File: config.mk
export PLATFORM = sky130hd
export DESIGN_NAME = soa_ctrl
export DESIGN_NICKNAME = d
export VERILOG_FILES = /design/src/rtl/slab_object_allocator_assert.svh /design/src/rtl/soa_pkg.sv /design/src/rtl/soa_ctrl.sv
export SDC_FILE = /design/constraint.sdc
export NUM_CORES = 1
export LEC_CHECK = 0
export ABC_AREA = 1
export BUFFER_PORTS_ARGS = -buffer_cell sky130_fd_sc_hd__buf_2
export CAP_MARGIN = 20
export CORE_AREA = 2 2 39 41
export DETAILED_ROUTE_END_ITERATION = 7
export DIE_AREA = 0 0 41 43
export PLACE_DENSITY = 0.82
export SLEW_MARGIN = 20
export SYNTH_ARGS = -nofsm -noshare
export SYNTH_HDL_FRONTEND = slang
export SYNTH_SLANG_ARGS = --single-unit
export TNS_END_PERCENT = 5
File: constraint.sdc
create_clock -name clk -period 1.7 [get_ports clk]
set_clock_uncertainty 0.15 [all_clocks]
set_input_delay 0.085 -clock clk [delete_from_list [all_inputs] [get_ports clk]]
set_output_delay 0.085 -clock clk [all_outputs]
set_load 0.02 [all_outputs]
File: src/rtl/slab_object_allocator_assert.svh
// Assertion helpers for the allocator RTL (included by soa_dp).
`ifndef SLAB_OBJECT_ALLOCATOR_ASSERT_SVH
`define SLAB_OBJECT_ALLOCATOR_ASSERT_SVH

// Same-cycle implication, disabled during reset.
`define SOA_ASSERT_IMP(label, clk, rst_n, ante, cons) \
    label: assert property (@(posedge clk) disable iff (!rst_n) (ante) |-> (cons)) \
        else $error("allocator assertion failed");

// Next-cycle implication, disabled during reset.
`define SOA_ASSERT_NXT(label, clk, rst_n, ante, cons) \
    label: assert property (@(posedge clk) disable iff (!rst_n) (ante) |=> (cons)) \
        else $error("allocator assertion failed");

`endif

File: src/rtl/soa_pkg.sv
`timescale 1ns / 1ps
package soa_pkg;

    localparam int SIZE_W      = 17;
    localparam int SLAB_W      = 9;
    localparam int SLOT_W      = 7;
    localparam int CLASS_W     = 4;
    localparam int STATUS_W    = 3;
    localparam int PS_W        = 5;
    localparam int CNT_W       = 8;
    localparam int MAX_SLOTS   = 128;
    localparam int NUM_CLASSES = 12;
    localparam int CHUNK_W     = 32;
    localparam int N_CHUNKS    = MAX_SLOTS / CHUNK_W;
    localparam int CHUNK_IDX_W = $clog2(N_CHUNKS);
    localparam int BIT_IDX_W   = $clog2(CHUNK_W);
    localparam int CLS_IDX_W   = $clog2(NUM_CLASSES);
    localparam logic [PS_W-1:0] PAGE_SHIFT_RST = PS_W'(12);

    localparam logic [STATUS_W-1:0] ST_OK        = 3'd0;
    localparam logic [STATUS_W-1:0] ST_ZERO      = 3'd1;
    localparam logic [STATUS_W-1:0] ST_TOO_LARGE = 3'd2;
    localparam logic [STATUS_W-1:0] ST_POOL_EXH  = 3'd3;
    localparam logic [STATUS_W-1:0] ST_UNKNOWN   = 3'd4;
    localparam logic [STATUS_W-1:0] ST_ALREADY   = 3'd5;

    typedef struct packed {
        logic              op;
        logic [SIZE_W-1:0] request_size;
        logic [SLAB_W-1:0] slab_id;
        logic [SLOT_W-1:0] slot;
    } in_item_t;

    typedef struct packed {
        logic [STATUS_W-1:0] status;
        logic [SLAB_W-1:0]   slab_out;
        logic [SLOT_W-1:0]   slot_out;
        logic [CLASS_W-1:0]  size_class;
    } out_item_t;

    typedef struct packed {
        logic [CLASS_W-1:0] cls;
        logic [CNT_W-1:0]   total;
        logic [CNT_W-1:0]   free_cnt;
    } meta_t;

    typedef struct packed {
        logic                capture;
        logic                pick;
        logic                create;
        logic                free_pick;
        logic                rd_slab;
        logic                rd_walk;
        logic                scan;
        logic                acommit;
        logic                ftest;
        logic                fcommit;
        logic                wadv;
        logic                unlink;
        logic                push;
        logic                set_result;
        logic                emit;
        logic [STATUS_W-1:0] res_status;
    } cmd_t;

    typedef struct packed {
        logic is_free;
        logic size_zero;
        logic too_large;
        logic id_unknown;
        logic head_empty;
        logic pool_full;
        logic scan_last;
        logic found;
        logic free_bad;
        logic slab_full;
        logic walk_end;
        logic cur_is_id;
        logic out_busy;
    } stat_t;

    // Objects per slab for class c at the given page shift.
    function automatic logic [CNT_W-1:0] objects_for_class(
        input logic [CLASS_W-1:0] c,
        input logic [PS_W-1:0]    ps
    );
        logic [5:0] lim;
        logic [5:0] d;
        lim = 6'd5 + 6'(c);
        d   = 6'(ps) - lim;
        if (6'(ps) < lim)
            return CNT_W'(1);
        else if (d >= 6'd7)
            return CNT_W'(MAX_SLOTS);
        else
            return CNT_W'(1) << d;
    endfunction

endpackage

File: src/rtl/soa_ctrl.sv
`timescale 1ns / 1ps
module soa_ctrl (
    input  logic           clk,
    input  logic           rst_n,
    input  logic           in_valid,
    output logic           in_stall,
    input  soa_pkg::stat_t stat,
    output soa_pkg::cmd_t  cmd
);
    import soa_pkg::*;

    typedef enum logic [3:0] {
        S_IDLE, S_DECODE, S_PICK, S_READ, S_SCAN, S_ACOMMIT,
        S_FTEST, S_WALK, S_WCMP, S_PUSH, S_DONE
    } state_t;

    state_t state_reg, state_next;

    always_comb
    begin
        state_next = state_reg;
        cmd = '0;
        cmd.res_status = ST_OK;
        unique case (state_reg)
            S_IDLE:
            begin
                if (in_valid)
                begin
                    cmd.capture = 1'b1;
                    state_next  = S_DECODE;
                end
            end
            S_DECODE:
            begin
                if (stat.is_free)
                begin
                    if (stat.id_unknown)
                    begin
                        cmd.set_result = 1'b1;
                        cmd.res_status = ST_UNKNOWN;
                        state_next     = S_DONE;
                    end
                    else
                    begin
                        cmd.free_pick = 1'b1;
                        state_next    = S_READ;
                    end
                end
                else if (stat.size_zero)
                begin
                    cmd.set_result = 1'b1;
                    cmd.res_status = ST_ZERO;
                    state_next     = S_DONE;
                end
                else if (stat.too_large)
                begin
                    cmd.set_result = 1'b1;
                    cmd.res_status = ST_TOO_LARGE;
                    state_next     = S_DONE;
                end
                else
                begin
                    cmd.pick   = 1'b1;
                    state_next = S_PICK;
                end
            end
            S_PICK:
            begin
                if (stat.head_empty && stat.pool_full)
                begin
                    cmd.set_result = 1'b1;
                    cmd.res_status = ST_POOL_EXH;
                    state_next     = S_DONE;
                end
                else
                begin
                    cmd.create = stat.head_empty;
                    state_next = S_READ;
                end
            end
            S_READ:
            begin
                cmd.rd_slab = 1'b1;
                state_next  = stat.is_free ? S_FTEST : S_SCAN;
            end
            S_SCAN:
            begin
                cmd.scan = 1'b1;
                if (stat.scan_last)
                    state_next = S_ACOMMIT;
            end
            S_ACOMMIT:
            begin
                cmd.set_result = 1'b1;
                cmd.acommit    = stat.found;
                cmd.res_status = stat.found ? ST_OK : ST_POOL_EXH;
                state_next     = S_DONE;
            end
            S_FTEST:
            begin
                cmd.ftest = 1'b1;
                if (stat.free_bad)
                begin
                    cmd.set_result = 1'b1;
                    cmd.res_status = ST_ALREADY;
                    state_next     = S_DONE;
                end
                else
                begin
                    cmd.fcommit = 1'b1;
                    if (stat.slab_full)
                        state_next = S_WALK;
                    else
                    begin
                        cmd.set_result = 1'b1;
                        state_next     = S_DONE;
                    end
                end
            end
            S_WALK:
            begin
                if (stat.walk_end)
                    state_next = S_PUSH;
                else
                begin
                    cmd.rd_walk = 1'b1;
                    state_next  = S_WCMP;
                end
            end
            S_WCMP:
            begin
                if (stat.cur_is_id)
                begin
                    cmd.unlink = 1'b1;
                    state_next = S_PUSH;
                end
                else
                begin
                    cmd.wadv   = 1'b1;
                    state_next = S_WALK;
                end
            end
            S_PUSH:
            begin
                cmd.push       = 1'b1;
                cmd.set_result = 1'b1;
                state_next     = S_DONE;
            end
            S_DONE:
            begin
                if (!stat.out_busy)
                begin
                    cmd.emit   = 1'b1;
                    state_next = S_IDLE;
                end
            end
            default: state_next = S_IDLE;
        endcase
    end

    always_ff @(posedge clk or negedge rst_n)
    begin
        if (!rst_n)
            state_reg <= S_IDLE;
        else
            state_reg <= state_next;
    end

    assign in_stall = (state_reg != S_IDLE);
endmodule

* Word level (Yosys, flattened, before mapping)
Cells that the tools add are included.
Storage, ports and cells: register bits 4, output and inout bits 19
Operators by class: reduce and logical (&&, ||, !) cells 5, muxes and demuxes 54, eq/ne operators 13
Operator list (number):
- 4-bit 2-to-1 mux | 11
- 4-bit one-hot mux with 10 select lines | 1
- 1-bit 2-to-1 mux | 30
- 4-bit by 3-bit equality test with 1-bit output, second input constant | 4
- 2-bit 2-to-1 mux | 7
- 4-bit equality test, second input constant | 3
- 3-bit one-hot mux with 4 select lines | 1
- 3-bit 2-to-1 mux | 3
- 4-bit by 2-bit equality test with 1-bit output, second input constant | 2
- 2-bit inequality test, second input constant | 3
- 4-bit by 1-bit equality test with 1-bit output, second input constant | 1
- 4-bit logical NOT | 1
- 1-bit one-hot mux with 4 select lines | 1
- 4-bit nonzero test | 1
- 3-bit AND reduction | 1
- 2-bit OR reduction | 1
- 1-bit logical AND | 1

* Depth between registers and ports, before layout
Gate-level depths: netlist of run 1.
depth in word-level cells 4, gate-level depth with buffers 7, mapped depth without buffers 7

* Least setup slack after synthesis of run 1
OpenSTA, ideal clock, no wires.
kind reg2out, start point reg state_reg[2], end point out cmd[2] in the netlist's numbering, data arrival time 1.321 ns, path buffers 0, slack 0.144 ns, required time 1.465 ns, cell stages (with the launch flop) 4, cell sequence dfrtp_1 nor2_1 nand2_1 o31ai_1
RTL lines:
- start: declaration | line soa_ctrl.sv:17 | state_t state_reg, state_next;
- start signal: assignment | line soa_ctrl.sv:166 | state_reg <= state_next;
- end: declaration | line soa_ctrl.sv:8 | output soa_pkg::cmd_t cmd

==> results of run 1 <==
[cell usage in the layout, fill, tap and decap left out]
master and count:
dfrtp_2 4, o21ai_1 1, nand2_1 22, nor3_1 2, nand2_2 2, nand3_1 15, buf_4 2, clkbuf_4 3
nand4_1 2, nor2_2 2, inv_2 3, nor2_4 3, dlygate4sd3_1 1, o31ai_1 1, inv_1 19, buf_2 33
nor4_1 1, nor2_1 19, o21ai_0 2, nor3b_1 1
[power by group through the flow]
| stage | Sequential, mW | Clock (mW) | Combinational, mW |
|---|---|---|---|
| after floorplan | 0.191 | 0 | 0.540 |
| after global placement | 0.196 | 0 | 0.724 |
| after detailed placement | 0.200 | 0 | 0.738 |
| after CTS | 0.202 | 0.117 | 0.745 |
| after global routing | 0.230 | 0.131 | 0.877 |
| final | 0.224 | 0.119 | 0.784 |
[cell usage after synthesis]
master and instances:
nand2_1 24, inv_1 21, nor2_1 21, nand3_1 15, dfrtp_1 4, nand4_1 2
nor2_4 2, nor3_1 2, o21ai_0 2, inv_2 1, nor2_2 1, nor3b_1 1
nor4_1 1, o21ai_1 1, o31ai_1 1
[repair_timing]
item / CTS / global route
endpoints found under the hold margin: 4 / 0
gates resized for setup: 1 / 11
gates cloned: 0 / 0
buffers inserted: 0 / 1
hold buffers: 1 / 0
endpoints found under the setup margin: 4 / 8
pin swaps: 0 / 3
[final timing paths]
check	cells past startpoint	to	slack, ns
max	6	cmd[2]	0.08
max in group asynchronous	2	state_reg[1]$_DFFE_PN0P_	1.24
min reg2reg	3	state_reg[2]$_DFFE_PN0P_	0.56
min	3	state_reg[1]$_DFFE_PN0P_	0.01
max reg2reg	5	state_reg[0]$_DFFE_PN0P_	0.36
min in group asynchronous	2	state_reg[3]$_DFFE_PN0P_	0.03
[kinds of logic after synthesis]
family	Yosys count	share of synthesized area [%]
AO/OA/AOI/OAI	4	4.38
buffers and inverters	22	16.1
flip-flops	4	19.5
AND/OR/NAND/NOR	69	60.1
[through the flow]
stage	hold WS (ns)	TNS (ns)	area (sq um)
3_3_place_gp	-0.258	0	704
3_5_place_dp	-0.257	0	704
6_report	0.0102	0	767
4_1_cts	0.0132	0	739
2_1_floorplan	-0.361	0	514
5_1_grt	0.0315	-0.0317	767
[critical path, cell delays in order (launching register included)]
cell and delay, ns:
dfrtp_2 0.43, inv_2 0.11, nand2_2 0.09, nor2_2 0.15, nand2_1 0.10, o31ai_1 0.07, buf_2 0.20
[cell type report]
cell class	count	share of cell area, %
clock buffer	3	2.94
tap	16	2.61
inverter	22	10.8
timing repair buffer	36	24.8
multi-input combinational	73	45.2
sequential	4	13.7
[layer usage]
metal | share of wire [%] | up-vias
li1 | - | 386
met5 | 0 | -
met4 | 1.4 | 0
met2 | 49 | 45
met1 | 40 | 340
met3 | 9.0 | 4
==> flow_summary.yaml, run 1 <==
place:
  dp_slack_ns: 0.230
  port_buffers: 34
  hpwl_mm: 1.29
  dp.cells: 149
  gp_congestion: 0.874
logic_synthesis:
  synth_nets: 115
  yosysUniqueCellTypes: 15
  synth_warnings: 0
  synth.avg_cell_area_sq_um: 5.19
  synthTopCellsByArea: "dfrtp_1 (19%), nand2_1 (18%), inv_1 (15%)"
  synth-seq-cells: 4
  synth_top_area_share_pct: 19.5
  synthCells: 99
  yosys.area.top_type: "dfrtp_1"
  syn_area_sq_um: 514
  synth-seq-area-share_pct: 19.5
detailed_routing:
  ant_nets: 0
  drt-initial-drc-count: 31
  routed_wl_mm: 1.56
  vias_per_cell: 5.03
  drc: 0
  post_drt_wl_per_cell_microns: 10.1
  dr.pass1.iters: 4
  num_vias: 775
sta:
  hold_viol_final: 0
  finalCritPeriodShare_pct: 95.3
  timing.fmax_mhz: 618
  fin_ws_ns: 0.0807
  rsz0062_at_grt: "true"
  setup_viol: 0
  drv_slew: 0
  min_period_ns: 1.62
  relSlewSlack_pct: 80.4
  tightestPinTransition_ns: 0.291
critical_path:
  worstSetupEndpointType: "output port"
  startpoint: "state_reg[3]$_DFFE_PN0P_"
  cp.required_ns: 1.46
  regToRegStartpoint: "state_reg[3]$_DFFE_PN0P_"
  path_class: "reg -> out"
  critPathMaxFanout: 6
  crit_path_start_kind: "flop"
  worstPathArrival_ns: 1.38
layout:
  nets: 156
  insertedDiodeCount: 0
  drive_gt1_share_pct: 37.7
  area_delta_synth_final_pct: 49.1
  seqCellArea_sq_um: 105
  fillers: 144
  largest_register_ffs: 4
  fin_util_pct: 55.4
  multi_input_area_sq_um: 347
  final_cells: 154
die:
  rows: 14
  die_area_sq_um: 1760
  initial_utilization_pct: 37.2
  coreArea_sq_um: 1380
  fp.dieH_microns: 43
  ios: 35
  die_x_microns: 41
pwr:
  leakage_nw: 0.509
  p_comb_share_pct: 69.6
  clockPowerShare_pct: 10.5
  power_density_nw_per_um2: 1470
  peakVddDrop_uv: 603
  switching_share_pct: 56.7
  power_switching_uw: 639
  power_mw: 1.13
  seq_power_share_pct: 19.9
  internal_power_uw: 488
clock_network:
  clockBufferDepth: 2
  root_buffer: "clkbuf_4"
  numCtsBuffers: 3
  clkLatencyLatePin_ns: 0.24
  path_clk_slew_ns: 0.04
  cts_tree: "built"
  htreeDepth: 1
  cts_num_sinks: 4
grt:
  grt_use_met3_pct: 3.14
  antenna_found_initial: 0
  grt_busiest_layer: "met2"
  groute.layer.met1.usage_pct: 26.6
  grt_pass1_vias: 630
  grt_max_degree: 7
  overflow: 0
  grt_pass1_wl_mm: 2.48
  use_met2_pct: 30.6
  grt_usage_pct: 20.1
run_status:
  run_status: "finished, final reports clean"
worst_hold_path:
  hp-class: "in -> reg"
  min_from: "stat[12]"
run:
  drv_cap: 0
Note: power is estimated with default switching activity, not from simulation.
==> run 2: changes to the inputs <==
BUFFER_PORTS_ARGS = unset   (was -buffer_cell sky130_fd_sc_hd__buf_2)
CTS_CLUSTER_DIAMETER = 30   (was unset)
DONT_BUFFER_PORTS = 1   (was unset)
PLACE_DENSITY = 0.6   (was 0.82)
==> run 2 against run 1 <==
  * Flip-flop and latch count did not move
  * Via count fell by 10%
  * Utilization down 1.7 points
  * Final area down 3.1%
  * Routed wire length increased by 1.3%
  * Sequential power about the same
  * Non-clock buffer count down 18
  * Hold slack gained 0.0067 ns
  * Critical path type unchanged
==> flow_summary.yaml, run 2 (same netlist as run 1, synthesis figures left out) <==
critical_path:
  worstPathArrival_ns: 1.43
  critPathBufInv: 2
  cp.required_ns: 1.46
  crit_path_start_kind: "flop"
  reg2reg_depth: 6
  worstSetupEndpointType: "output port"
  critPathMaxFanout: 6
  regToRegStartpoint: "state_reg[3]$_DFFE_PN0P_"
  crit_chain: "inv_2, nor2_4, nand2_1, o31ai_1, buf_4"
  path_class: "reg -> out"
  ff2ff_setup_slack_ns: 0.30
  reg2reg_to: "state_reg[0]$_DFFE_PN0P_"
  slowest_stage: "dfrtp_2"
  worst_path_largest_cell_delay_ns: 0.41
  crit_family: "flip-flops"
sta:
  fin_ws_ns: 0.0349
  tightestPinTransition_ns: 0.381
  hold_viol_final: 0
  rsz0062_at_grt: "true"
  setup_viol: 0
  relSlewSlack_pct: 74.5
  min_period_ns: 1.67
  drv_slew: 0
  setup_tns_ns: 0
  finalCritPeriodShare_pct: 97.9
  timing.fmax_mhz: 601
pwr:
  power_density_nw_per_um2: 1490
  leakage_nw: 0.432
  peakVddDrop_uv: 614
clock_network:
  numCtsBuffers: 3
  root_buffer: "clkbuf_4"
  path_clk_slew_ns: 0.04
  clkLatencyLatePin_ns: 0.23
  cts_num_sinks: 4
  cts_tree: "built"
  post_cts_buffers: 0
  htreeDepth: 1
  clockBufferDepth: 2
detailed_routing:
  drc: 0
  ant_nets: 0
  dr.pass1.iters: 5
  vias_per_cell: 5.11
  post_drt_wl_per_cell_microns: 11.6
  routed_wl_mm: 1.58
  num_vias: 695
  drt-initial-drc-count: 11
layout:
  largest_register_ffs: 4
  drive_gt1_share_pct: 22.5
  mostFrequentLayoutCells: "nand2_1 (23), inv_1 (19), nor2_1 (18)"
  fin_util_pct: 53.7
  mostFrequentLayoutCell: "nand2_1"
  area_delta_synth_final_pct: 44.5
  insertedDiodeCount: 0
  multi_input_area_sq_um: 357
  fillers: 160
  seqCellArea_sq_um: 104
  nets: 138
worst_hold_path:
  min_path_cells: 4
  hp-class: "in -> reg"
  min_from: "stat[1]"
  hold_end: "state_reg[3]$_DFFE_PN0P_"
die:
  die_x_microns: 41
  coreArea_sq_um: 1380
  fp.dieH_microns: 43
  die_area_sq_um: 1760
  ios: 35
  initial_utilization_pct: 37.2
  rows: 14
grt:
  grt_max_degree: 7
  grt_usage_pct: 21.2
  overflow: 0
  grt_pass1_vias: 666
  antenna_found_initial: 0
  grt_pass1_wl_mm: 2.64
place:
  port_buffers: 0
  dp_slack_ns: 0.182
  gp_congestion: 0.826
  hpwl_mm: 1.26
run_status:
  run_status: "finished, final reports clean"
run:
  drv_cap: 0
## run 2: changes by cell type in the layout (fill, tap and decap cells not counted), sizes merged
cell | before | now
buf | 35 | 9
dlygate4sd3 | 1 | 9
## run 2: worst register-to-register path, delay by kind of cell, from the launching register on
family / cells / cell delay [ns]
flip-flops: 1 / 0.42
buffers and inverters: 1 / 0.13
AND/OR/NAND/NOR: 5 / 0.58
## run 2: metal layers
layer  up-vias  global-route usage [%]  part of all wire (%)
li1        350                       -                     -
met1       316                    26.1                    40
met2        27                    34.7                    53
met3         2                    5.24                   5.8
met4         0                    6.00                   1.1
met5         -                       0                     0
## run 2: where the power goes
| part | switching [mW] | internal, mW |
|---|---|---|
| Sequential | 0.0739 | 0.148 |
| Combinational | 0.518 | 0.250 |
| Clock | 0.0378 | 0.0789 |
| Total | 0.630 | 0.476 |
## run 2: timing repair
item	CTS	global route
setup endpoints to repair	4	10
hold endpoints to repair	8	0
gates resized for setup	2	10
hold buffers	9	0
pin swaps	0	0
## run 2: area by class of cell
type / count / share of cell area (%)
clock buffer: 3 / 3.03
inverter: 22 / 11.1
multi-input combinational: 73 / 48.0
sequential: 4 / 14.0
tap: 16 / 2.69
timing repair buffer: 18 / 21.2
## run 2: worst max path at each step
stage                     endpoint  cells after the start                      from
after floorplan             cmd[2]                      3  state_reg[2]$_DFFE_PN0P_
after global placement      cmd[0]                      5  state_reg[2]$_DFFE_PN0P_
after detailed placement    cmd[2]                      4  state_reg[2]$_DFFE_PN0P_
after CTS                   cmd[2]                      4  state_reg[2]$_DFFE_PN0P_
after global routing        cmd[2]                      6  state_reg[3]$_DFFE_PN0P_
final                       cmd[2]                      5  state_reg[0]$_DFFE_PN0P_
## run 2: metrics by stage
step / instances / hold slack [ns] / power, mW / cell area [sq um]
finish: 136 / 0.0169 / 1.11 / 743
CTS: 136 / 0.0120 / 1.05 / 718
detailed placement: 124 / -0.360 / 0.906 / 602
global placement: 124 / -0.360 / 0.901 / 602
floorplan: 99 / -0.361 / 0.731 / 514
global route: 136 / 0.0523 / 1.21 / 743
